`config.mk`:
```
export PLATFORM = sky130hd
export DESIGN_NAME = enb_ctrl
export DESIGN_NICKNAME = d
export VERILOG_FILES = /design/src/hdl/enb_pkg.sv /design/src/hdl/enb_ctrl.sv
export VERILOG_INCLUDE_DIRS = /design/src /design/src/hdl
export SDC_FILE = /design/constraint.sdc
export NUM_CORES = 1
export LEC_CHECK = 0
export ABC_CLOCK_PERIOD_IN_PS = 1900
export BUFFER_PORTS_ARGS = -buffer_cell sky130_fd_sc_hd__buf_4
export CORE_AREA = 5 5 42 44
export DETAILED_ROUTE_END_ITERATION = 8
export DIE_AREA = 0 0 47 49
export GPL_ROUTABILITY_DRIVEN = 0
export SYNTH_ARGS = -nofsm -noshare
export SYNTH_HDL_FRONTEND = slang
export SYNTH_SLANG_ARGS = --single-unit
export TNS_END_PERCENT = 10
```
`constraint.sdc`:
```
create_clock -name aclk -period 1.9 [get_ports aclk]
set_clock_uncertainty 0.2 [all_clocks]
set_input_delay 0.095 -clock aclk [delete_from_list [all_inputs] [get_ports aclk]]
set_output_delay 0.095 -clock aclk [all_outputs]
set_load 0.1 [all_outputs]
```
`src/hdl/edge_normalized_image_blur_top_assert.svh`:
```
// Assertion macros for the blur block.
`ifndef EDGE_NORMALIZED_IMAGE_BLUR_TOP_ASSERT_SVH
`define EDGE_NORMALIZED_IMAGE_BLUR_TOP_ASSERT_SVH
`ifndef SYNTHESIS
`define ENB_ASSERT_IMPL(label, prop, msg) \
    label: assert property (@(posedge aclk) disable iff (!aresetn) prop) else $error(msg);
`define ENB_ASSERT_NEXT(label, cond, expect_next, msg) \
    label: assert property (@(posedge aclk) disable iff (!aresetn) (cond) |=> (expect_next)) \
        else $error(msg);
`else
`define ENB_ASSERT_IMPL(label, prop, msg)
`define ENB_ASSERT_NEXT(label, cond, expect_next, msg)
`endif
`endif

```
`src/hdl/enb_pkg.sv`:
```
`timescale 1ns / 1ps
package enb_pkg;
    localparam int MaxKernel = 15;
    localparam int MaxWidth = 256;
    localparam int MaxHeight = 256;
    localparam int KwDepth = MaxKernel * MaxKernel;
    localparam int PixDepth = (MaxWidth * MaxHeight < 65536) ? MaxWidth * MaxHeight : 65536;
    localparam int KwAw = $clog2(KwDepth);
    localparam int PixAw = $clog2(PixDepth);
    localparam int CfgIdxW = 2;
    localparam int CfgDataW = 9;

    localparam logic [1:0] MODE_WEIGHT = 2'd0;
    localparam logic [1:0] MODE_PIXEL = 2'd1;
    localparam logic [1:0] MODE_BLUR = 2'd2;

    localparam logic [CfgIdxW-1:0] REG_KSIZE = 2'd0;
    localparam logic [CfgIdxW-1:0] REG_WIDTH = 2'd1;
    localparam logic [CfgIdxW-1:0] REG_HEIGHT = 2'd2;
    localparam logic [CfgIdxW-1:0] REG_CHANS = 2'd3;

    typedef struct packed {
        logic [1:0]  mode;
        logic [15:0] index;
        logic [15:0] weight_value;
        logic [7:0]  in_chan0;
        logic [7:0]  in_chan1;
        logic [7:0]  in_chan2;
        logic [7:0]  in_chan3;
    } enb_in_t;

    typedef struct packed {
        logic [15:0] pixel_number;
        logic [7:0]  out_chan0;
        logic [7:0]  out_chan1;
        logic [7:0]  out_chan2;
        logic [7:0]  out_chan3;
        logic        no_weight_seen;
    } enb_out_t;

    // Controller to datapath.
    typedef struct packed {
        logic load_req;
        logic wr_weight;
        logic wr_pixel;
        logic tap_start;
        logic tap_step;
        logic div_start;
        logic div_step;
        logic out_load;
    } enb_cmd_t;

    // Datapath to controller.
    typedef struct packed {
        logic tap_last;
        logic div_last;
    } enb_sts_t;
endpackage

```
`src/hdl/enb_ctrl.sv`:
```
`timescale 1ns / 1ps
`include "edge_normalized_image_blur_top_assert.svh"
module enb_ctrl
    import enb_pkg::*;
(
    input  logic       aclk,
    input  logic       aresetn,
    input  logic       s_valid,
    output logic       s_ready,
    input  logic [1:0] s_mode,
    output logic       m_valid,
    input  logic       m_ready,
    output enb_cmd_t   cmd,
    input  enb_sts_t   sts
);
    typedef enum logic [2:0] {
        ST_IDLE, ST_DIV0, ST_TAP, ST_DRAIN, ST_DIV, ST_OUT
    } state_t;

    state_t state_reg, state_next;
    logic   m_valid_reg, m_valid_next;
    logic   accept;

    assign s_ready = (state_reg == ST_IDLE);
    assign accept = s_valid && s_ready;
    assign m_valid = m_valid_reg;

    always_comb begin
        state_next = state_reg;
        m_valid_next = m_valid_reg && !m_ready;
        cmd = '0;
        case (state_reg)
            ST_IDLE: begin
                if (accept) begin
                    cmd.load_req = 1'b1;
                    cmd.wr_weight = (s_mode == MODE_WEIGHT);
                    cmd.wr_pixel = (s_mode == MODE_PIXEL);
                    if (s_mode == MODE_BLUR) begin
                        state_next = ST_DIV0;
                    end
                end
            end
            ST_DIV0: begin
                cmd.tap_start = 1'b1;
                state_next = ST_TAP;
            end
            ST_TAP: begin
                cmd.tap_step = 1'b1;
                if (sts.tap_last) begin
                    state_next = ST_DRAIN;
                end
            end
            ST_DRAIN: begin
                cmd.div_start = 1'b1;
                state_next = ST_DIV;
            end
            ST_DIV: begin
                cmd.div_step = 1'b1;
                if (sts.div_last) begin
                    state_next = ST_OUT;
                end
            end
            ST_OUT: begin
                if (!m_valid_reg || m_ready) begin
                    cmd.out_load = 1'b1;
                    m_valid_next = 1'b1;
                    state_next = ST_IDLE;
                end
            end
            default: state_next = ST_IDLE;
        endcase
    end

    always_ff @(posedge aclk) begin
        if (!aresetn) begin
            state_reg <= ST_IDLE;
            m_valid_reg <= 1'b0;
        end else begin
            state_reg <= state_next;
            m_valid_reg <= m_valid_next;
        end
    end

    `ENB_ASSERT_NEXT(a_out_held, m_valid && !m_ready, m_valid, "Result beat dropped.")
    `ENB_ASSERT_IMPL(a_no_accept_busy, !(s_ready && state_reg != ST_IDLE), "Ready while busy.")
    `ENB_ASSERT_NEXT(a_out_sets_valid, state_reg == ST_OUT, m_valid, "Result not presented.")
endmodule

```
==> results_tabular.tex, run 1 <==
\begin{tabular}{lr}
\hline
Metric & Value \\
\hline
\multicolumn{2}{l}{\textbf{GRT}} \\
\quad Number of antenna violations at the first check in global routing & 0 \\
\quad Leftover overflow at the end of global routing & 0 \\
\quad Number of global-route vias before repair & 300 \\
\quad Global-route wire length before repair & 1.25 mm \\
\quad Largest net degree at the start of global routing & 11 \\
\quad All-layer global routing usage & 0.0789 \\
\multicolumn{2}{l}{\textbf{Placed design}} \\
\quad Post-detailed-placement cell area & 453 um\^{}2 \\
\quad Pre-CTS setup slack & 0.347 ns \\
\quad HPWL after detailed placement & 566 um \\
\quad Placed cell count & 64 \\
\quad Port Buf Inserts & 17 \\
\multicolumn{2}{l}{\textbf{Setup path}} \\
\quad Highest net fanout along the worst path & 9 \\
\quad Critical-path cell with the highest stage delay & dfxtp\_1 \\
\quad Type of element capturing the critical path & primary output \\
\quad Arrival time at the worst endpoint & 1.50 ns \\
\quad Launch point of the worst reg-to-reg path & state\_reg[2]\$\_SDFFE\_PN0P\_ \\
\quad Critical Setup Path Class & flop to primary output \\
\quad Worst Reg2Reg Path Length in Cells & 3 \\
\quad Setup crit start & state\_reg[2]\$\_SDFFE\_PN0P\_ \\
\quad Cells traversed along the worst timing path & nor3\_4, nand2\_2, nor3b\_4, buf\_4 \\
\quad R2r endpoint & state\_reg[0]\$\_SDFFE\_PN0P\_ \\
\quad Stage delay of the slowest cell on the critical path & 0.43 ns \\
\quad CP required & 1.60 ns \\
\quad Crit path launch type & flop \\
\quad Worst R2R Setup Slack & 0.45 ns \\
\multicolumn{2}{l}{\textbf{Synth}} \\
\quad Library cell occupying the most area in the post-synthesis netlist & dfxtp\_1 \\
\quad Count of different cell masters after synthesis & 22 \\
\quad Seq/Total Area, Yosys & 0.276 \\
\quad Number of nets produced by synthesis & 42 \\
\quad Number of flops mapped to enable cells by yosys & 0 \\
\quad Cell count after synthesis & 34 \\
\quad List of most frequent post-synthesis cells & dfxtp\_1, inv\_1, nor3b\_1 \\
\quad Seq cells post-synth & 4 \\
\quad Synthesized area per cell & 8.54 um\^{}2 \\
\quad Biggest area contributors in the synthesized netlist & dfxtp\_1, nor3b\_1, nand3b\_4 \\
\quad Top-count cell post-synth & dfxtp\_1 \\
\quad YS warnings & 0 \\
\quad Main synth FF type & dfxtp\_1 \\
\quad Share of async-settable or async-resettable flops after synthesis & 0 \\
\quad Cell Area, Synth & 290 um\^{}2 \\
\quad Portion of synthesized cell area occupied by the leading cell type & 0.276 \\
\multicolumn{2}{l}{\textbf{CTS}} \\
\quad Count of cells resized by post-cts repair & 0 \\
\quad Number of clock sinks & 4 \\
\quad Clock buffer count from CTS & 3 \\
\quad Insertion delay of the later-clocked pin in the worst-skew pair & 0.24 ns \\
\quad Root Buffer & clkbuf\_4 \\
\quad Buffer levels on the longest clock path & 2 \\
\quad Clock tree from TritonCTS & built \\
\quad Post-CTS repair timing setup buffer count & 0 \\
\quad Count of hold-fix buffers inserted at cts & 1 \\
\quad Reg clk slew, reported paths & 0.04 ns \\
\quad Max H-tree Level & 1 \\
\multicolumn{2}{l}{\textbf{STA}} \\
\quad Period utilization & 0.945 \\
\quad Shortest period the worst path allows & 1.79 ns \\
\quad Worst Max-Slew Pin Slew & 0.444 ns \\
\quad Highest clock rate & 557 MHz \\
\quad Total of endpoints with negative setup slack in the final report & 0 \\
\quad Relative slew slack & 0.704 \\
\quad Tightest hold margin & 0.0249 ns \\
\quad Setup repair after global routing missed its margin & false \\
\quad Final max-slew violation count & 0 \\
\quad Final Hold Fails & 0 \\
\quad Worst setup slack after layout & 0.105 ns \\
\multicolumn{2}{l}{\textbf{Cells and area}} \\
\quad Number of nets in the layout & 62 \\
\quad Fraction of final layout cells sized beyond drive strength 1 & 0.519 \\
\quad Final non-filler cell area & 485 um\^{}2 \\
\quad Count of non-filler cells in the finished layout & 68 \\
\quad Layout fillers & 150 \\
\quad Layout overhead on the synthesized area & 67.2\% \\
\quad Antenna cell count & 0 \\
\quad Number of flip-flops under the largest register name & 3 \\
\multicolumn{2}{l}{\textbf{Route}} \\
\quad Routed wire length per instance & 10.7 um \\
\quad Count of TritonRoute iterations in the first routing pass & 3 \\
\quad Total DRC errors in the routed layout & 0 \\
\quad Post-Route WL & 730 um \\
\quad Via density per instance & 4.43 \\
\quad Residual antenna-violating net count after detailed routing & 0 \\
\quad Total number of vias & 301 \\
\quad Iteration-0 DRC count of the detailed router & 2 \\
\multicolumn{2}{l}{\textbf{Worst hold path}} \\
\quad End point of the worst hold path & m\_valid\$\_SDFF\_PN0\_ \\
\quad Number of instances on the worst hold path & 3 \\
\quad Kind of path behind the tightest hold check & primary input to flop \\
\quad Worst hold path startpoint & m\_ready \\
\multicolumn{2}{l}{\textbf{Floorplan}} \\
\quad Standard-cell row count & 14 \\
\quad IO Count & 18 \\
\quad Vert. Die Dim & 49 um \\
\quad Die W & 47 um \\
\quad Core area & 1400 um\^{}2 \\
\quad DIE AREA & 2300 um\^{}2 \\
\quad Initial cell density of the core & 0.207 \\
\multicolumn{2}{l}{\textbf{Pwr}} \\
\quad Leakage & 0.269 nW \\
\quad Total power divided by cell area & 775 nW/um\^{}2 \\
\quad Post-route total power & 376 uW \\
\quad IR drop worst, VDD & 0.000370 V \\
\multicolumn{2}{l}{\textbf{Run}} \\
\quad Maximum capacitance violations & 0 \\
\multicolumn{2}{l}{\textbf{Outcome}} \\
\quad Status & completed \\
\hline
\end{tabular}
-- report_power, final --
| group | internal, mW | switching, mW | leakage (nW) | total, mW |
|---|---|---|---|---|
| registers | 0.0885 | 0.0128 | 0.0324 | 0.101 |
| clock network | 0.0709 | 0.0380 | 0.0138 | 0.109 |
| logic | 0.0473 | 0.119 | 0.223 | 0.166 |
-- cell usage in the layout (no fill, tap or decap), types with 2 or more instances in the layout --
cell       n
clkbuf_4   3
dfxtp_1    4
nor3_4     2
nor2_1     2
buf_4     17
a21oi_1    2
nand2b_1   2
inv_1      3
nor3b_2    2
-- critical path: cells and delay by family, from the launching register on --
| kind | cells | cell delay, ns |
|---|---|---|
| buffers and inverters | 1 | 0.31 |
| DFF | 1 | 0.43 |
| and+or+nand+nor | 3 | 0.52 |
-- logic make-up (layout without fill, tap and decap cells) --
logic type,Yosys count,in the layout,share of synthesized area
AOI/OAI and AO/OA,6,6,0.142
DFF,4,4,0.276
and+or+nand+nor,17,17,0.422
xor gates and xnor gates,1,1,0.0302
buffers and inverters,6,24,0.129
-- routing by layer --
| layer | global-route usage | part of all wire | vias up |
|---|---|---|---|
| met5 | 0 | 0 | - |
| met4 | 0.0829 | 0.018 | 0 |
| met3 | 0.0332 | 0.084 | 2 |
| met2 | 0.102 | 0.49 | 13 |
| met1 | 0.0881 | 0.40 | 135 |
| li1 | - | - | 151 |
-- layout make-up --
type | count | area, um^2 | area share
sequential | 4 | 80.1 | 0.165
tap | 16 | 20.0 | 0.0412
multi-input combinational | 24 | 214 | 0.441
timing repair buffer | 18 | 138 | 0.284
inverter | 3 | 11.3 | 0.0232
clock buffer | 3 | 22.5 | 0.0464
-- metrics by stage --
step / util / setup TNS [ns]
after detailed placement: 0.323 / 0
after CTS: 0.346 / 0
after floorplan: - / -2.37
after global routing: 0.346 / 0
after global placement: 0.323 / 0
final: 0.346 / 0
-- worst max path at each step --
stage / endpoint / cells past startpoint
6_report: cmd[5] / 4
5_1_grt: cmd[5] / 4
4_1_cts: cmd[5] / 4
3_5_place_dp: cmd[5] / 4
3_3_place_gp: cmd[5] / 4
2_1_floorplan: cmd[5] / 4
No activity file was read; power rests on OpenSTA's default activity.
==> run 2, diff against run 1 <==
Settings changed: CORE_AREA 5 5 42 44 to 2 2 39 41, DIE_AREA 0 0 47 49 to 0 0 41 43, SETUP_SLACK_MARGIN from default to 0.15.
==> run 2 against run 1 <==
Compared with the run above:
- combinational power rose by 2%
- sequential share of layout area is 0.089 points higher
- total power fell by 0.11%
- sequential cell count unchanged
- routed wire length is 8.8% lower
- first-iteration DRC count shrank 50%
- worst setup slack improved by 0.14 ns
- non-clock buffer count stayed put
- final area is 4.1% higher
- die area down 23%
- register-to-register slack better by 0.12 ns
- core utilization increased by 1.9 points
- largest cell class unchanged
- highest routed layer unchanged
==> results_tabular.tex, run 2 (synthesis gave the netlist of run 1 again) <==
\begin{tabular}{lr}
\hline
Metric & Value \\
\hline
\multicolumn{2}{l}{\textbf{Cells and area}} \\
\quad Most common library cell in the layout ignoring fill and taps & buf\_4 (unchanged) \\
\quad Number of flip-flops under the largest register name & 3 (unchanged) \\
\quad Fraction of final layout cells sized beyond drive strength 1 & 0.577 (was 0.519) \\
\quad Most frequent cells in the layout & buf\_4, inv\_1, clkbuf\_4, dfxtp\_2 (was buf\_4, dfxtp\_1, inv\_1, clkbuf\_4) \\
\quad Number of nets in the layout & 62 (unchanged) \\
\quad Final non-filler cell area & 505 um\^{}2 (was 485 um\^{}2) \\
\quad Antenna cell count & 0 (unchanged) \\
\quad Layout overhead on the synthesized area & 74.1\% (was 67.2\%) \\
\multicolumn{2}{l}{\textbf{Setup path}} \\
\quad Type of element capturing the critical path & primary output (unchanged) \\
\quad Buffers \& Inverters on Critical Path & 1 (unchanged) \\
\quad Logic depth of the worst setup path including buffers & 4 (unchanged) \\
\quad Setup crit start & state\_reg[2]\$\_SDFFE\_PN0P\_ (unchanged) \\
\quad Highest net fanout along the worst path & 9 (unchanged) \\
\quad Arrival time at the worst endpoint & 1.36 ns (was 1.50 ns) \\
\quad Worst setup path end & cmd[5] (unchanged) \\
\quad Worst R2R Setup Slack & 0.57 ns (was 0.45 ns) \\
\quad Family with the most delay on the worst path & simple AND/OR/NAND/NOR gates (unchanged) \\
\quad Crit path launch type & flop (unchanged) \\
\quad R2r endpoint & state\_reg[0]\$\_SDFFE\_PN0P\_ (unchanged) \\
\quad Critical-path cell with the highest stage delay & dfxtp\_2 (was dfxtp\_1) \\
\quad Critical Setup Path Class & flop to primary output (unchanged) \\
\quad Cells traversed along the worst timing path & nor3\_4, nand2\_2, nor3b\_4, buf\_12 (was nor3\_4, nand2\_2, nor3b\_4, buf\_4) \\
\quad Worst Reg2Reg Path Length in Cells & 3 (unchanged) \\
\quad CP required & 1.60 ns (about the same) \\
\quad Stage delay of the slowest cell on the critical path & 0.38 ns (was 0.43 ns) \\
\quad Launch point of the worst reg-to-reg path & state\_reg[2]\$\_SDFFE\_PN0P\_ (unchanged) \\
\multicolumn{2}{l}{\textbf{Route}} \\
\quad Count of TritonRoute iterations in the first routing pass & 2 (was 3) \\
\quad Post-Route WL & 666 um (was 730 um) \\
\quad Routed wire length per instance & 9.79 um (was 10.7 um) \\
\quad Total DRC errors in the routed layout & 0 (unchanged) \\
\quad Via density per instance & 4.22 (was 4.43) \\
\quad Total number of vias & 287 (was 301) \\
\quad Iteration-0 DRC count of the detailed router & 1 (was 2) \\
\quad Residual antenna-violating net count after detailed routing & 0 (unchanged) \\
\multicolumn{2}{l}{\textbf{CTS}} \\
\quad Root Buffer & clkbuf\_4 (unchanged) \\
\quad Max H-tree Level & 1 (unchanged) \\
\quad Post-CTS repair timing setup buffer count & 0 (unchanged) \\
\quad Reg clk slew, reported paths & 0.04 ns (about the same) \\
\quad Insertion delay of the later-clocked pin in the worst-skew pair & 0.23 ns (was 0.24 ns) \\
\quad Clock buffer count from CTS & 3 (unchanged) \\
\quad Buffer levels on the longest clock path & 2 (unchanged) \\
\quad Number of clock sinks & 4 (unchanged) \\
\quad Clock tree from TritonCTS & built (unchanged) \\
\multicolumn{2}{l}{\textbf{GRT}} \\
\quad All-layer global routing usage & 0.0916 (was 0.0789) \\
\quad Global-route wire length before repair & 1.10 mm (was 1.25 mm) \\
\quad Number of antenna violations at the first check in global routing & 0 (unchanged) \\
\quad Number of global-route vias before repair & 282 (was 300) \\
\quad Largest net degree at the start of global routing & 11 (unchanged) \\
\quad Leftover overflow at the end of global routing & 0 (unchanged) \\
\multicolumn{2}{l}{\textbf{Floorplan}} \\
\quad Initial cell density of the core & 0.210 (was 0.207) \\
\quad Die W & 41 um (was 47 um) \\
\quad IO Count & 18 (unchanged) \\
\quad Standard-cell row count & 14 (unchanged) \\
\quad Core area & 1380 um\^{}2 (was 1400 um\^{}2) \\
\quad Vert. Die Dim & 43 um (was 49 um) \\
\quad DIE AREA & 1760 um\^{}2 (was 2300 um\^{}2) \\
\multicolumn{2}{l}{\textbf{STA}} \\
\quad Setup repair after global routing missed its margin & false (unchanged) \\
\quad Shortest period the worst path allows & 1.65 ns (was 1.79 ns) \\
\quad Period utilization & 0.870 (was 0.945) \\
\quad Final max-slew violation count & 0 (unchanged) \\
\quad Highest clock rate & 605 MHz (was 557 MHz) \\
\quad Total of endpoints with negative setup slack in the final report & 0 (unchanged) \\
\quad Relative slew slack & 0.815 (was 0.704) \\
\quad Worst setup slack after layout & 0.247 ns (was 0.105 ns) \\
\quad Tightest hold margin & 0.0163 ns (was 0.0249 ns) \\
\quad Final Hold Fails & 0 (unchanged) \\
\quad Worst Max-Slew Pin Slew & 0.280 ns (was 0.444 ns) \\
\multicolumn{2}{l}{\textbf{Outcome}} \\
\quad Status & completed (unchanged) \\
\multicolumn{2}{l}{\textbf{Placed design}} \\
\quad Port Buf Inserts & 17 (unchanged) \\
\quad HPWL after detailed placement & 525 um (was 566 um) \\
\quad Post-detailed-placement cell area & 453 um\^{}2 (unchanged) \\
\quad Pre-CTS setup slack & 0.339 ns (was 0.347 ns) \\
\multicolumn{2}{l}{\textbf{Run}} \\
\quad Maximum capacitance violations & 0 (unchanged) \\
\multicolumn{2}{l}{\textbf{Worst hold path}} \\
\quad Kind of path behind the tightest hold check & primary input to flop (unchanged) \\
\multicolumn{2}{l}{\textbf{Pwr}} \\
\quad Leakage & 0.275 nW (was 0.269 nW) \\
\quad Post-route total power & 376 uW (about the same) \\
\quad IR drop worst, VDD & 0.000258 V (was 0.000370 V) \\
\quad Total power divided by cell area & 743 nW/um\^{}2 (was 775 nW/um\^{}2) \\
\hline
\end{tabular}
==> run 2: per-stage QoR <==
stage          setup TNS, ns  std cells   util
6_report                   0         68  0.365
3_5_place_dp               0         64  0.327
5_1_grt                    0         68  0.365
2_1_floorplan          -2.37         34      -
3_3_place_gp               0         64  0.327
4_1_cts                    0         68  0.357
==> run 2: cell type report <==
| class | instances | area (um^2) |
|---|---|---|
| timing repair buffer | 18 | 154 |
| fill | 160 | 878 |
| inverter | 3 | 11.3 |
| sequential | 4 | 83.8 |
| tap | 16 | 20.0 |
| clock buffer | 3 | 22.5 |
| multi-input combinational | 24 | 214 |
==> run 2: routing by layer <==
metal / GRT usage / share of wire
met1: 0.107 / 0.44
met2: 0.131 / 0.45
met3: 0.0524 / 0.095
met4: 0.0400 / 0.014
met5: 0 / 0
==> run 2: worst register-to-register path, delay by kind of cell (launching register included) <==
| kind | cells | cell delay [ns] |
|---|---|---|
| DFF | 1 | 0.46 |
| and+or+nand+nor | 2 | 0.43 |
| AOI/OAI and AO/OA | 1 | 0.18 |
==> run 2: power breakdown <==
| group | switching, mW | total (mW) | internal [mW] |
|---|---|---|---|
| registers | 0.0134 | 0.103 | 0.0895 |
| clock network | 0.0325 | 0.103 | 0.0705 |
| logic | 0.119 | 0.170 | 0.0509 |
| total | 0.165 | 0.376 | 0.211 |
==> run 2: timing repair <==
item / CTS / global route
cloned: 0 / 0
setup endpoints to repair: 2 / 3
hold endpoints to repair: 3 / 0
hold buffers: 1 / 0
gates resized for setup: 3 / 4
==> run 2: how the worst min path moves through the flow <==
| stage | depth (start not counted) | endpoint | startpoint | slack (ns) |
|---|---|---|---|---|
| 3_5_place_dp | 2 | state_reg[2]$_SDFFE_PN0P_ | aresetn | 0.12 |
| 3_3_place_gp | 2 | state_reg[2]$_SDFFE_PN0P_ | aresetn | 0.11 |
| 6_report | 3 | m_valid$_SDFF_PN0_ | m_ready | 0.02 |
| 4_1_cts | 3 | m_valid$_SDFF_PN0_ | m_ready | 0.02 |
| 5_1_grt | 3 | m_valid$_SDFF_PN0_ | m_ready | 0.03 |
| 2_1_floorplan | 1 | state_reg[2]$_SDFFE_PN0P_ | aresetn | 0.01 |
==> run 3, diff against run 2 <==
Settings changed: BUFFER_PORTS_ARGS -buffer_cell sky130_fd_sc_hd__buf_4 to -buffer_cell sky130_fd_sc_hd__buf_2.
==> run 3 against run 2 <==
Compared with the run above:
- core utilization fell by 0.54 points
- worst setup slack got worse by 0.098 ns
- sequential power barely moved
- cell count did not move
- register-to-register slack got worse by 0.14 ns
- sequential share of layout area fell by 0.50 points
- critical path depth did not move
- count of clock-buffer cells in the layout did not move
- non-clock buffer count did not move
- final area fell by 1.5%
- critical path type unchanged
==> results_tabular.tex, run 3 (synthesis gave the netlist of run 1 again) <==
\begin{tabular}{lr}
\hline
Metric & Value \\
\hline
\multicolumn{2}{l}{\textbf{Outcome}} \\
\quad Status & completed (unchanged) \\
\multicolumn{2}{l}{\textbf{Setup path}} \\
\quad Crit path launch type & flop (unchanged) \\
\quad Highest net fanout along the worst path & 9 (unchanged) \\
\quad Type of element capturing the critical path & primary output (unchanged) \\
\quad Launch point of the worst reg-to-reg path & state\_reg[2]\$\_SDFFE\_PN0P\_ (unchanged) \\
\quad Arrival time at the worst endpoint & 1.46 ns (was 1.36 ns) \\
\quad CP required & 1.60 ns (about the same) \\
\quad Critical Setup Path Class & flop to primary output (unchanged) \\
\quad Critical-path cell with the highest stage delay & dfxtp\_1 (was dfxtp\_2) \\
\quad Stage delay of the slowest cell on the critical path & 0.44 ns (was 0.38 ns) \\
\quad Cells traversed along the worst timing path & nor3\_4, nand2\_2, nor3b\_4, buf\_12 (unchanged) \\
\quad Setup crit start & state\_reg[2]\$\_SDFFE\_PN0P\_ (unchanged) \\
\multicolumn{2}{l}{\textbf{CTS}} \\
\quad Clock tree from TritonCTS & built (unchanged) \\
\quad Root Buffer & clkbuf\_4 (unchanged) \\
\quad Insertion delay of the later-clocked pin in the worst-skew pair & 0.23 ns (about the same) \\
\quad Max H-tree Level & 1 (unchanged) \\
\quad Reg clk slew, reported paths & 0.04 ns (about the same) \\
\quad Post-CTS repair timing setup buffer count & 0 (unchanged) \\
\quad Number of clock sinks & 4 (unchanged) \\
\quad Clock buffer count from CTS & 3 (unchanged) \\
\quad Buffer levels on the longest clock path & 2 (unchanged) \\
\multicolumn{2}{l}{\textbf{STA}} \\
\quad Setup repair after global routing missed its margin & true (was false) \\
\quad Tightest hold margin & 0.0186 ns (was 0.0163 ns) \\
\quad Relative slew slack & 0.679 (was 0.815) \\
\quad Final Hold Fails & 0 (unchanged) \\
\quad Total of endpoints with negative setup slack in the final report & 0 (unchanged) \\
\quad Shortest period the worst path allows & 1.75 ns (was 1.65 ns) \\
\quad Final max-slew violation count & 0 (unchanged) \\
\quad Worst Max-Slew Pin Slew & 0.484 ns (was 0.280 ns) \\
\quad Period utilization & 0.922 (was 0.870) \\
\quad Highest clock rate & 571 MHz (was 605 MHz) \\
\multicolumn{2}{l}{\textbf{Pwr}} \\
\quad Total power divided by cell area & 742 nW/um\^{}2 (was 743 nW/um\^{}2) \\
\quad Leakage & 0.269 nW (was 0.275 nW) \\
\quad IR drop worst, VDD & 0.000248 V (was 0.000258 V) \\
\multicolumn{2}{l}{\textbf{Route}} \\
\quad Total number of vias & 305 (was 287) \\
\quad Iteration-0 DRC count of the detailed router & 1 (unchanged) \\
\quad Total DRC errors in the routed layout & 0 (unchanged) \\
\quad Via density per instance & 4.49 (was 4.22) \\
\quad Residual antenna-violating net count after detailed routing & 0 (unchanged) \\
\quad Post-Route WL & 641 um (was 666 um) \\
\quad Routed wire length per instance & 9.43 um (was 9.79 um) \\
\quad Count of TritonRoute iterations in the first routing pass & 2 (unchanged) \\
\multicolumn{2}{l}{\textbf{Cells and area}} \\
\quad Layout fillers & 155 (was 160) \\
\quad Number of flip-flops under the largest register name & 3 (unchanged) \\
\quad Final non-filler cell area & 498 um\^{}2 (was 505 um\^{}2) \\
\quad Most common library cell in the layout ignoring fill and taps & buf\_2 (was buf\_4) \\
\quad Antenna cell count & 0 (unchanged) \\
\quad Layout overhead on the synthesized area & 71.6\% (was 74.1\%) \\
\quad Most frequent cells in the layout & buf\_2, clkbuf\_4, dfxtp\_1 (was buf\_4, inv\_1, clkbuf\_4, dfxtp\_2) \\
\quad Fraction of final layout cells sized beyond drive strength 1 & 0.519 (was 0.577) \\
\quad Count of non-filler cells in the finished layout & 68 (unchanged) \\
\quad Number of nets in the layout & 62 (unchanged) \\
\multicolumn{2}{l}{\textbf{GRT}} \\
\quad Number of antenna violations at the first check in global routing & 0 (unchanged) \\
\quad Number of global-route vias before repair & 273 (was 282) \\
\quad All-layer global routing usage & 0.0842 (was 0.0916) \\
\quad Global-route wire length before repair & 1.03 mm (was 1.10 mm) \\
\quad Leftover overflow at the end of global routing & 0 (unchanged) \\
\quad Largest net degree at the start of global routing & 11 (unchanged) \\
\multicolumn{2}{l}{\textbf{Placed design}} \\
\quad Placed cell count & 64 (unchanged) \\
\quad Post-detailed-placement cell area & 455 um\^{}2 (was 453 um\^{}2) \\
\quad HPWL after detailed placement & 505 um (was 525 um) \\
\quad Port Buf Inserts & 17 (unchanged) \\
\multicolumn{2}{l}{\textbf{Worst hold path}} \\
\quad Worst hold path startpoint & m\_ready (unchanged) \\
\quad Kind of path behind the tightest hold check & primary input to flop (unchanged) \\
\multicolumn{2}{l}{\textbf{Floorplan}} \\
\quad IO Count & 18 (unchanged) \\
\quad DIE AREA & 1760 um\^{}2 (unchanged) \\
\quad Core area & 1380 um\^{}2 (unchanged) \\
\quad Initial cell density of the core & 0.210 (unchanged) \\
\quad Vert. Die Dim & 43 um (unchanged) \\
\quad Die W & 41 um (unchanged) \\
\quad Standard-cell row count & 14 (unchanged) \\
\multicolumn{2}{l}{\textbf{Run}} \\
\quad Maximum capacitance violations & 0 (unchanged) \\
\hline
\end{tabular}
[run 3: cell types whose count changed in the layout (fill, tap and decap cells not counted)]
cell | before | now
buf_2 | 0 | 10
buf_6 | 1 | 0
clkbuf_4 | 3 | 6
buf_4 | 15 | 1
dfxtp_1 | 1 | 4
dfxtp_2 | 3 | 0
buf_12 | 1 | 3
[run 3: worst paths after layout]
| kind | end | slack, ns | cells after the start |
|---|---|---|---|
| worst max-delay path | cmd[5] | 0.15 | 4 |
| worst min-delay path | m_valid$_SDFF_PN0_ | 0.02 | 3 |
| worst max register to register | state_reg[0]$_SDFFE_PN0P_ | 0.43 | 3 |
| worst min register to register | m_valid$_SDFF_PN0_ | 0.35 | 2 |
[run 3: repair_timing]
item,CTS,global route
hold endpoints to repair,3,0
endpoints found under the setup margin,6,8
resized for setup,1,3
hold buffers,1,0
[run 3: critical path: cells and delay by family (launching register included)]
family	cells	cell delay, ns
simple gates	3	0.58
flops	1	0.44
buf+inv	1	0.20
[run 3: layout make-up]
type,count,area (um^2),area share
repair buffers,18,150,0.302
inverters,3,11.3,0.0226
well taps,16,20.0,0.0402
clock buffers,3,22.5,0.0452
flip-flops and latches,4,80.1,0.161
multi-input cells,24,214,0.430
[run 3: power breakdown]
| group | switching, mW | leakage (nW) | total [mW] | internal (mW) |
|---|---|---|---|---|
| clock network | 0.0329 | 0.0138 | 0.103 | 0.0705 |
| logic | 0.119 | 0.223 | 0.165 | 0.0455 |
| registers | 0.0131 | 0.0324 | 0.102 | 0.0886 |
| total | 0.165 | 0.269 | 0.370 | 0.205 |
[run 3: per-layer routing]
layer,share of wire,wire (um),global-route usage
met1,0.45,290,0.115
met2,0.49,312,0.113
met3,0.059,38,0.0157
met4,0,0,0.0600
met5,0,0,0
[run 3: metrics by stage]
step	worst slack (ns)	total power, mW	utilization	setup TNS (ns)
floorplan	-0.749	0.237	-	-2.37
global placement	0.328	0.264	0.329	0
detailed placement	0.343	0.264	0.329	0
CTS	0.101	0.377	0.354	0
global route	0.0704	0.388	0.360	0
finish	0.149	0.370	0.360	0
